<file path="config.mk">
export PLATFORM = sky130hd
export DESIGN_NAME = pfx_ctrl
export DESIGN_NICKNAME = d
export VERILOG_FILES = /design/src/hw/rtl/pfx_pkg.sv /design/src/hw/rtl/pfx_ctrl.sv
export SDC_FILE = /design/constraint.sdc
export NUM_CORES = 1
export LEC_CHECK = 0
export ABC_CLOCK_PERIOD_IN_PS = 1600
export BUFFER_PORTS_ARGS = -buffer_cell sky130_fd_sc_hd__clkbuf_2
export CAP_MARGIN = 0
export CORE_MARGIN = 5
export CORE_UTILIZATION = 43
export DETAILED_ROUTE_END_ITERATION = 7
export PLACE_DENSITY = 0.81
export SLEW_MARGIN = 20
export SYNTH_ARGS = -nofsm -noshare
export SYNTH_HDL_FRONTEND = slang
export SYNTH_SLANG_ARGS = --single-unit
</file>
<file path="constraint.sdc">
create_clock -name clk -period 1.6 [get_ports clk]
set_clock_uncertainty 0.2 [all_clocks]
set_input_delay 0.16 -clock clk [delete_from_list [all_inputs] [get_ports clk]]
set_output_delay 0.16 -clock clk [all_outputs]
set_load 0.05 [all_outputs]
</file>
<file path="src/hw/rtl/pfx_pkg.sv">
// Shared types, constants and codes of the postfix expression evaluator.
package pfx_pkg;

  localparam int STACK_DEPTH = 64;
  localparam int DATA_W      = 32;
  localparam int ADDR_W      = $clog2(STACK_DEPTH);
  localparam int CNT_W       = $clog2(STACK_DEPTH + 1);
  localparam int DIV_CNT_W   = $clog2(DATA_W);

  localparam logic [7:0] CH_ZERO  = 8'h30;
  localparam logic [7:0] CH_NINE  = 8'h39;
  localparam logic [7:0] CH_PLUS  = 8'h2B;
  localparam logic [7:0] CH_MINUS = 8'h2D;
  localparam logic [7:0] CH_STAR  = 8'h2A;
  localparam logic [7:0] CH_SLASH = 8'h2F;

  typedef enum logic [2:0] {
    ERR_NONE     = 3'd0,
    ERR_UNDERFLOW = 3'd1,
    ERR_DIVZERO  = 3'd2,
    ERR_INVALID  = 3'd3,
    ERR_OVERFLOW = 3'd4
  } err_t;

  typedef struct packed {
    logic [7:0] symbol;
    logic       end_of_expr;
  } in_item_t;

  typedef struct packed {
    logic signed [DATA_W-1:0] value;
    logic [2:0]               status;
  } out_item_t;

  // Commands from the controller to the datapath.
  typedef struct packed {
    logic load_in;
    logic set_uflow;
    logic rd_next;
    logic cap_rhs;
    logic cap_lhs;
    logic exec;
    logic div_start;
    logic div_cap;
    logic push;
    logic cap_top;
    logic emit;
  } dp_cmd_t;

  // Status from the datapath to the controller.
  typedef struct packed {
    logic is_digit;
    logic is_arith;
    logic is_div;
    logic last;
    logic err_set;
    logic cnt_lt2;
    logic cnt_zero;
    logic rhs_zero;
    logic div_done;
  } dp_sts_t;

endpackage

</file>
<file path="src/hw/rtl/pfx_ctrl.sv">
// Controller state machine that sequences each symbol through the datapath.
module pfx_ctrl (
  input  logic              clk,
  input  logic              rst_n,
  input  logic              in_valid,
  output logic              in_stall,
  output logic              out_valid,
  input  logic              out_stall,
  input  pfx_pkg::dp_sts_t  sts,
  output pfx_pkg::dp_cmd_t  cmd
);
  import pfx_pkg::*;

  typedef enum logic [9:0] {
    S_IDLE = 10'b00_0000_0001,
    S_RD_R = 10'b00_0000_0010,
    S_RD_L = 10'b00_0000_0100,
    S_LHS  = 10'b00_0000_1000,
    S_EXEC = 10'b00_0001_0000,
    S_DIV  = 10'b00_0010_0000,
    S_PUSH = 10'b00_0100_0000,
    S_END  = 10'b00_1000_0000,
    S_FIN  = 10'b01_0000_0000,
    S_EMIT = 10'b10_0000_0000
  } state_t;

  state_t state_r, state_nxt;
  logic   out_valid_r, out_valid_nxt;
  logic   out_free;
  state_t after_sym;

  assign out_free  = !out_valid_r || !out_stall;
  assign after_sym = sts.last ? S_END : S_IDLE;

  always_comb begin
    state_nxt = state_r;
    cmd       = '0;
    case (state_r)
      S_IDLE: begin
        if (in_valid) begin
          cmd.load_in = 1'b1;
          if (sts.err_set) begin
            state_nxt = after_sym;
          end else if (sts.is_digit) begin
            state_nxt = S_PUSH;
          end else if (sts.cnt_lt2) begin
            cmd.set_uflow = 1'b1;
            state_nxt     = after_sym;
          end else begin
            state_nxt = S_RD_R;
          end
        end
      end
      S_RD_R: begin
        state_nxt = S_RD_L;
      end
      S_RD_L: begin
        cmd.cap_rhs = 1'b1;
        cmd.rd_next = 1'b1;
        state_nxt   = S_LHS;
      end
      S_LHS: begin
        cmd.cap_lhs = 1'b1;
        state_nxt   = S_EXEC;
      end
      S_EXEC: begin
        cmd.exec = 1'b1;
        if (sts.is_arith) begin
          state_nxt = S_PUSH;
        end else if (sts.is_div && !sts.rhs_zero) begin
          cmd.div_start = 1'b1;
          state_nxt     = S_DIV;
        end else begin
          state_nxt = after_sym;
        end
      end
      S_DIV: begin
        if (sts.div_done) begin
          cmd.div_cap = 1'b1;
          state_nxt   = S_PUSH;
        end
      end
      S_PUSH: begin
        cmd.push  = 1'b1;
        state_nxt = after_sym;
      end
      S_END: begin
        if (!sts.err_set && sts.cnt_zero) begin
          cmd.set_uflow = 1'b1;
          state_nxt     = S_EMIT;
        end else if (!sts.err_set) begin
          state_nxt = S_FIN;
        end else begin
          state_nxt = S_EMIT;
        end
      end
      S_FIN: begin
        cmd.cap_top = 1'b1;
        state_nxt   = S_EMIT;
      end
      S_EMIT: begin
        if (out_free) begin
          cmd.emit  = 1'b1;
          state_nxt = S_IDLE;
        end
      end
      default: begin
        state_nxt = S_IDLE;
      end
    endcase
  end

  always_comb begin
    out_valid_nxt = out_valid_r;
    if (cmd.emit) begin
      out_valid_nxt = 1'b1;
    end else if (!out_stall) begin
      out_valid_nxt = 1'b0;
    end
  end

  always_ff @(posedge clk) begin
    if (!rst_n) begin
      state_r     <= S_IDLE;
      out_valid_r <= 1'b0;
    end else begin
      state_r     <= state_nxt;
      out_valid_r <= out_valid_nxt;
    end
  end

  assign in_stall  = state_r != S_IDLE;
  assign out_valid = out_valid_r;

`ifndef NO_ASSERTIONS
  // A started division waits in the divide state until the quotient is back.
  a_div_wait: assert property (@(posedge clk) disable iff (!rst_n)
    (state_r == S_DIV && !sts.div_done) |=> state_r == S_DIV)
    else $error("left divide state early");

  // A result is only loaded when the output register is free.
  a_emit_free: assert property (@(posedge clk) disable iff (!rst_n)
    cmd.emit |-> (!out_valid_r || !out_stall))
    else $error("result overwrote a waiting result");

  // The end of an expression with an error latched goes to the result state.
  a_end_emits: assert property (@(posedge clk) disable iff (!rst_n)
    (state_r == S_END && sts.err_set) |=> state_r == S_EMIT)
    else $error("end of expression did not give a result");
`endif

endmodule

</file>
==> impl_metrics.py, run 1 <==
metrics = {
    "status": {
        "outcome": "stopped before the end",
        "stop_stage": "global routing (5_1_grt)",
        "firstError": "[ERROR DPL-0038] Utilization greater than 100%, impossible to legalize",
    },
    "yosys": {
        "syn-num-nets": 107,
        "ys_seq_area_frac": 0.2853,
        "synth-main-ff-cell": "dfxtp_1",
        "yosysWarnings": 0,
        "synth_edf_count": 0,
        "synthCells": 94,
        "avgSynthCellArea_um2": 8.213,
        "ys_seq_elements": 11,
        "async_flop_share": 0,
        "syn-cell-area_um2": 772.0,
        "yosysUniqueCellTypes": 36,
    },
    "place": {
        "placed_cell_area_mm2": 0.001261,
        "hpwl_um": 2378,
        "port_buffers": 25,
        "routabilityCongestion": 0.8377,
        "dp_cells": 168,
    },
    "clock_network": {
        "h-tree-depth": 1,
        "ctsLongestPathBuffers": 2,
        "numCtsBuffers": 3,
        "cts.sink_count": 11,
        "cts_root_buf": "clkbuf_4",
    },
    "floorplan": {
        "rows": 15,
        "die_w_um": 52.37,
        "ios": 26,
        "initial_core_util": 0.4520,
        "dieHeight_um": 52.37,
    },
    "sta": {
        "worst_endpoint_kind": "output port",
        "crit_endpoint": "cmd[8]",
    },
    "grt": {
        "grt_max_degree": 8,
    },
}
kinds of logic after synthesis:
group | share of synthesized area
compound gates | 0.1605
simple gates | 0.4538
buf+inv | 0.06645
flops | 0.2852
xor+xnor | 0.03404
cell usage after synthesis (2+ instances only):
cell      count  area, µm²
a21oi_1       4      20.02
buf_2         2      10.01
buf_4         2      15.01
dfxtp_1      11      220.2
inv_1         7      26.28
nand2_1       4      15.01
nand2b_1      2      12.51
nand4_1       3      18.77
nor2_1       15      56.30
nor2b_1       4      25.02
nor3_1        4      20.02
nor4_1        2      12.51
nor4b_1       3      26.28
nor4b_2       4      60.06
o211ai_1      2      15.01
o21ai_0       3      15.01
o22ai_1       2      12.51
xor2_1        2      17.52
timing repair:
item                       CTS
setup buffers               14
pin swaps                   16
hold endpoints to repair     4
cloned                       0
resized for setup           42
hold buffers                 4
setup endpoints to repair   22
metrics by stage:
| step | hold WS (ns) | worst slack (ns) | util | setup TNS, ns |
|---|---|---|---|---|
| floorplan | 0.03674 | -0.7056 | - | -7.275 |
| CTS | 0.004853 | -0.6062 | 0.9480 | -9.891 |
| detailed placement | 0.1473 | -0.3846 | 0.7385 | -5.867 |
| global placement | 0.1346 | -0.3152 | 0.7385 | -4.475 |
==> run 2: changes to the inputs <==
- ABC_CLOCK_PERIOD_IN_PS: 1600 -> 2080
- CORE_AREA: unset -> 5 5 66 68
- CORE_MARGIN: 5 -> unset
- CORE_UTILIZATION: 43 -> unset
- DIE_AREA: unset -> 0 0 71 73
- PLACE_DENSITY: 0.81 -> unset
- PLACE_DENSITY_LB_ADDON: unset -> 0.15
- clock period: 1.6 -> 2.08 ns (I/O delays scaled with it)
==> run 2 against run 1 <==
Synthesized cell count did not move. Area after synthesis is the same. The flow now finishes, with violations (negative setup slack).
==> impl_metrics.py, run 2 <==
metrics = {
    "status": {
        "outcome": "finished with violations",
        "violations": "negative setup slack",
    },
    "place": {
        "port_buffers": 25,
        "place_worst_setup_slack_ns": 0.02673,
        "routabilityCongestion": 0.8027,
        "hpwl_um": 1893,
    },
    "yosys": {
        "syn-num-nets": 107,
        "ys_seq_elements": 11,
        "ys_seq_area_frac": 0.2853,
        "yosysMostFrequentCell": "nor2_1",
        "avgSynthCellArea_um2": 8.213,
        "synth_edf_count": 0,
        "async_flop_share": 0,
        "yosys.area.top_type": "dfxtp_1",
        "synth.area.top_cells": "dfxtp_1 (29%), nor4b_2 (7.8%), nor2_1 (7.3%)",
        "yosysWarnings": 0,
        "yosysUniqueCellTypes": 36,
        "synth-main-ff-cell": "dfxtp_1",
        "ys_top_cells_by_count": "nor2_1 (15), dfxtp_1 (11), inv_1 (7)",
        "syn-cell-area_um2": 772.0,
        "synthCells": 94,
        "synth_top_cell_area_share": 0.2853,
    },
    "pwr": {
        "peakVddDrop_v": 0.0005835,
        "power_leakage_nw": 0.5575,
        "p_per_area_mw_per_mm2": 954.1,
        "power_mw": 1.281,
    },
    "cells_and_area": {
        "regMostFlops": "state_r",
        "area_delta_synth_final_pct": 73.91,
        "fin_nets": 154,
        "drive_gt1_frac": 0.5357,
        "layout_commonest_cell": "buf_4",
        "largest_reg_flops": 10,
        "n_antenna_cell": 0,
        "layout_common_cells": "buf_4 (18), clkbuf_2 (14), nor2_1 (12)",
    },
    "sta": {
        "max_slew_margin": 0.7632,
        "setup_viol": 5,
        "clock.fmax_mhz": 461.2,
        "fin_crit_ns": 2.168,
        "drv_slew": 0,
        "final-hold-violation-count": 0,
        "fin_crit_sh": 1.042,
        "fin_ws_ns": -0.08820,
        "worst_pin_slew_ns": 0.3525,
        "rsz0062_at_grt": "yes",
    },
    "floorplan": {
        "rows": 23,
        "ios": 26,
        "dieArea_mm2": 0.005183,
        "dieHeight_um": 73,
        "core_area_mm2": 0.003799,
        "die_w_um": 71,
        "initial_core_util": 0.2032,
    },
    "critical_path": {
        "worstSetupEndpointType": "output pin",
        "cp_num_buf_inv": 1,
        "critPathLaunchType": "register",
        "crit_fanout": 5,
        "path_class": "reg2out",
        "worstPathArrival_ns": 1.76,
        "cpLargestDelayFamily": "simple AND/OR/NAND/NOR gates",
        "path_cells": "nor4_4 -> nand3b_4 -> nor4b_4 -> clkbuf_8",
        "slowest_delay_ns": 0.40,
        "cp.required_ns": 1.67,
        "crit_slowest_cell": "nor4_4",
    },
    "routing": {
        "drt-initial-drc-count": 18,
        "drc": 0,
        "drtPass1Iterations": 4,
        "post_drt_wl_per_cell_um": 12.13,
        "num_vias": 867,
        "post_drt_via_cell_ratio": 4.563,
        "wirelength_um": 2305,
        "ant_nets": 0,
    },
    "grt": {
        "grt_pass1_vias": 886,
        "track_usage": 0.09524,
        "antenna_found_initial": 0,
        "grt_max_degree": 9,
        "grt_pass1_wl_um": 3946,
        "overflow": 0,
    },
    "worst_hold_path": {
        "hold_class": "in2reg",
    },
    "clock_network": {
        "numCtsBuffers": 3,
        "cts_root_buf": "clkbuf_8",
        "h-tree-depth": 1,
        "cts.sink_count": 11,
        "clk_pin_slew_worst_paths_ns": 0.05,
        "ctsLongestPathBuffers": 2,
        "clk_latency_ns": 0.24,
        "cts_tree": "built",
    },
    "job": {
        "maxCapViolations": 0,
    },
}
-- run 2: timing repair --
item | in CTS | in global routing
buffers inserted | 6 | 3
setup endpoints to repair | 9 | 14
hold endpoints to repair | 2 | 0
gates resized for setup | 20 | 19
pin swaps | 7 | 3
hold buffers | 3 | 0
-- run 2: kinds of logic (layout without fill, tap and decap cells) --
| kind of cell | count (synthesis) | in the layout | synth area share |
|---|---|---|---|
| and+or+nand+nor | 51 | 51 | 0.4538 |
| AOI/OAI and AO/OA | 18 | 18 | 0.1605 |
| DFF | 11 | 11 | 0.2852 |
| buffers and inverters | 11 | 57 | 0.06645 |
| xor gates and xnor gates | 3 | 3 | 0.03404 |
-- run 2: path summary, 6_finish.rpt --
kind         startpoint    endpoint  slack (ns)  cells after the start
max reg2reg  state_r[1]  state_r[9]        0.12                      7
min reg2reg  state_r[1]  state_r[2]        0.28                      2
max          state_r[1]      cmd[8]       -0.09                      4
min               rst_n   out_valid        0.03                      2
-- run 2: area by class of cell --
cell class	count	area [µm²]
repair buffers	46	377.9
well taps	50	62.56
multi-input cells	72	594.3
inverters	7	26.28
fillers	417	2456
clock buffers	3	41.29
clock inverters	1	5.005
flip-flops and latches	11	235.2
-- run 2: layer usage --
metal	track usage	routed length, µm	share of wire
met4	0.03132	52	0.023
met2	0.1586	1090	0.47
met1	0.1189	1060	0.46
met3	0.02617	102	0.044
met5	0	0	0
-- run 2: power breakdown --
part / switching (mW) / internal [mW] / total, mW
registers: 0.0517 / 0.247 / 0.299
clock network: 0.0871 / 0.132 / 0.219
logic: 0.431 / 0.332 / 0.763
total: 0.570 / 0.711 / 1.28
-- run 2: metrics by stage --
| step | utilization | cells | hold WS [ns] | cell area [µm²] | TNS (ns) |
|---|---|---|---|---|---|
| after detailed placement | 0.2889 | 174 | 0.1965 | 1097 | 0 |
| after global placement | 0.2889 | 174 | 0.1943 | 1097 | 0 |
| after global routing | 0.3534 | 190 | 0.04746 | 1343 | -0.8325 |
| after CTS | 0.3393 | 187 | 0.02835 | 1289 | -0.4198 |
| after floorplan | - | 94 | 0.08474 | 855.8 | -0.8925 |
| final | 0.3534 | 190 | 0.02680 | 1343 | -0.3044 |
No activity file was read; power rests on OpenSTA's default activity.
==> run 3: changes to the inputs <==
- ABC_AREA: unset -> 1
- SETUP_SLACK_MARGIN: unset -> 0.1
==> run 3 against run 2 <==
The run now ends clean. Register-to-register slack gained 0.07 ns. Total power shrank 22%. Fmax grew 11%. Area after synthesis grew 25%. Setup slack gained 0.21 ns. Non-clock buffer count shrank 15. Clock-buffer cell count is the same. Critical path depth grew 2. Clock power grew 6%. Via count grew 22%. Critical path type unchanged. Highest routed layer unchanged.
==> impl_metrics.py, run 3 <==
metrics = {
    "cells_and_area": {
        "fin_nets": 203,
        "largest_reg_flops": 10,
        "layout_commonest_cell": "inv_1",
        "layout_common_cells": "inv_1 (30), nand2_1 (25), nor2_1 (23)",
        "regMostFlops": "state_r",
        "drive_gt1_frac": 0.3333,
        "area_delta_synth_final_pct": 36.41,
        "n_antenna_cell": 0,
        "final_core_util": 0.3455,
        "fin_cells": 239,
    },
    "routing": {
        "drc": 0,
        "wirelength_um": 2852,
        "post_drt_wl_per_cell_um": 11.93,
        "ant_nets": 0,
        "drtPass1Iterations": 4,
        "drt-initial-drc-count": 31,
        "num_vias": 1054,
        "post_drt_via_cell_ratio": 4.410,
    },
    "yosys": {
        "ys_seq_area_frac": 0.2289,
        "synth.area.top_cells": "dfxtp_1 (23%), inv_1 (12%), nand2_1 (10%)",
        "avgSynthCellArea_um2": 6.168,
        "syn-num-nets": 169,
        "synth-main-ff-cell": "dfxtp_1",
        "synth_edf_count": 0,
        "syn-cell-area_um2": 962.2,
        "yosysUniqueCellTypes": 23,
        "yosysWarnings": 0,
        "synthCells": 156,
        "yosys.area.top_type": "dfxtp_1",
        "ys_top_cells_by_count": "inv_1 (30), nand2_1 (26), nor2_1 (25)",
        "ys_seq_elements": 11,
        "async_flop_share": 0,
        "yosysMostFrequentCell": "inv_1",
        "synth_top_cell_area_share": 0.2289,
    },
    "critical_path": {
        "critPathLaunchType": "register",
        "cp-startpoint": "state_r[2]",
        "worstSetupEndpointType": "output pin",
        "worstPathArrival_ns": 1.55,
        "path_class": "reg2out",
        "r2r_start": "state_r[8]",
        "crit_fanout": 4,
        "reg2regPathDepth": 6,
        "cp.required_ns": 1.67,
    },
    "clock_network": {
        "cts_root_buf": "clkbuf_8",
        "clk_pin_slew_worst_paths_ns": 0.06,
        "numCtsBuffers": 3,
        "clk_latency_ns": 0.25,
        "cts.sink_count": 11,
        "ctsLongestPathBuffers": 2,
        "cts_tree": "built",
        "h-tree-depth": 1,
    },
    "floorplan": {
        "rows": 23,
        "initial_core_util": 0.2533,
        "core_area_mm2": 0.003799,
        "ios": 26,
        "dieArea_mm2": 0.005183,
        "die_w_um": 71,
        "dieHeight_um": 73,
    },
    "sta": {
        "max_slew_margin": 0.7535,
        "final-hold-violation-count": 0,
        "worst_pin_slew_ns": 0.3684,
        "fin_ws_ns": 0.1230,
        "hold_slack_ns": 0.006697,
        "rsz0062_at_grt": "yes",
        "setup_viol": 0,
        "drv_slew": 0,
        "fin_crit_sh": 0.9409,
        "clock.fmax_mhz": 511.0,
        "fin_crit_ns": 1.957,
    },
    "place": {
        "place_worst_setup_slack_ns": 0.2442,
        "hpwl_um": 2315,
        "port_buffers": 25,
        "dp_cells": 230,
        "routabilityCongestion": 0.7827,
    },
    "grt": {
        "grt_max_degree": 10,
        "antenna_found_initial": 0,
        "track_usage": 0.1166,
        "grt_pass1_wl_um": 4636,
        "overflow": 0,
        "grt_pass1_vias": 1018,
    },
    "pwr": {
        "p_per_area_mw_per_mm2": 765.6,
        "power_leakage_nw": 0.7196,
        "peakVddDrop_v": 0.0002683,
    },
    "worst_hold_path": {
        "hp-start": "sts[5]",
        "whs_path_depth": 3,
        "hold_class": "in2reg",
    },
    "job": {
        "maxCapViolations": 0,
    },
    "status": {
        "outcome": "finished, final reports clean",
    },
}
==> run 3: repair_timing <==
action	CTS	global route
pin swaps	2	8
hold buffers	2	0
gates resized for setup	6	25
setup endpoints to repair	3	11
endpoints found under the hold margin	1	0
setup buffers	0	3
==> run 3: cells by family after synthesis <==
family	Yosys count	synth area share
simple gates	100	0.5748
buf+inv	37	0.1521
flops	11	0.2289
compound gates	8	0.04421
==> run 3: layer usage <==
metal,vias up,GRT usage,share of wire
met5,-,0,0
met4,0,0.06263,0.0098
met3,4,0.01515,0.036
met2,24,0.2019,0.49
met1,463,0.1400,0.46
li1,563,-,-
==> run 3: critical path: stages (launching register included) <==
cell and delay, ns:
dfxtp_1 0.35, nor2_4 0.15, nand3_1 0.12, nor3_4 0.15, nand4_1 0.16, a21oi_2 0.21
buf_8 0.16
==> run 3: power by group <==
part / total [mW] / switching [mW] / internal [mW]
Clock: 0.232 / 0.0995 / 0.132
Sequential: 0.248 / 0.0197 / 0.228
Combinational: 0.525 / 0.353 / 0.172
==> run 3: path summary, 6_finish.rpt <==
path / to / slack [ns]
max: cmd[9] / 0.12
min: state_r[7] / 0.007
max reg2reg: state_r[8] / 0.19
min reg2reg: out_valid / 0.28
==> run 3: through the flow <==
step,power (mW),cell area (µm²),setup TNS [ns]
after floorplan,0.6171,968.4,0
after global placement,0.7345,1149,0
after detailed placement,0.7363,1149,0
after CTS,0.9729,1236,0
after global routing,1.074,1313,-0.01323
final,1.005,1313,0
==> run 3: area by class of cell <==
class	instances	area, µm²
multi-input cells	108	635.6
flip-flops and latches	11	225.2
well taps	50	62.56
repair buffers	31	211.5
clock buffers	3	41.29
clock inverters	1	5.005
fillers	437	2486
inverters	35	131.4
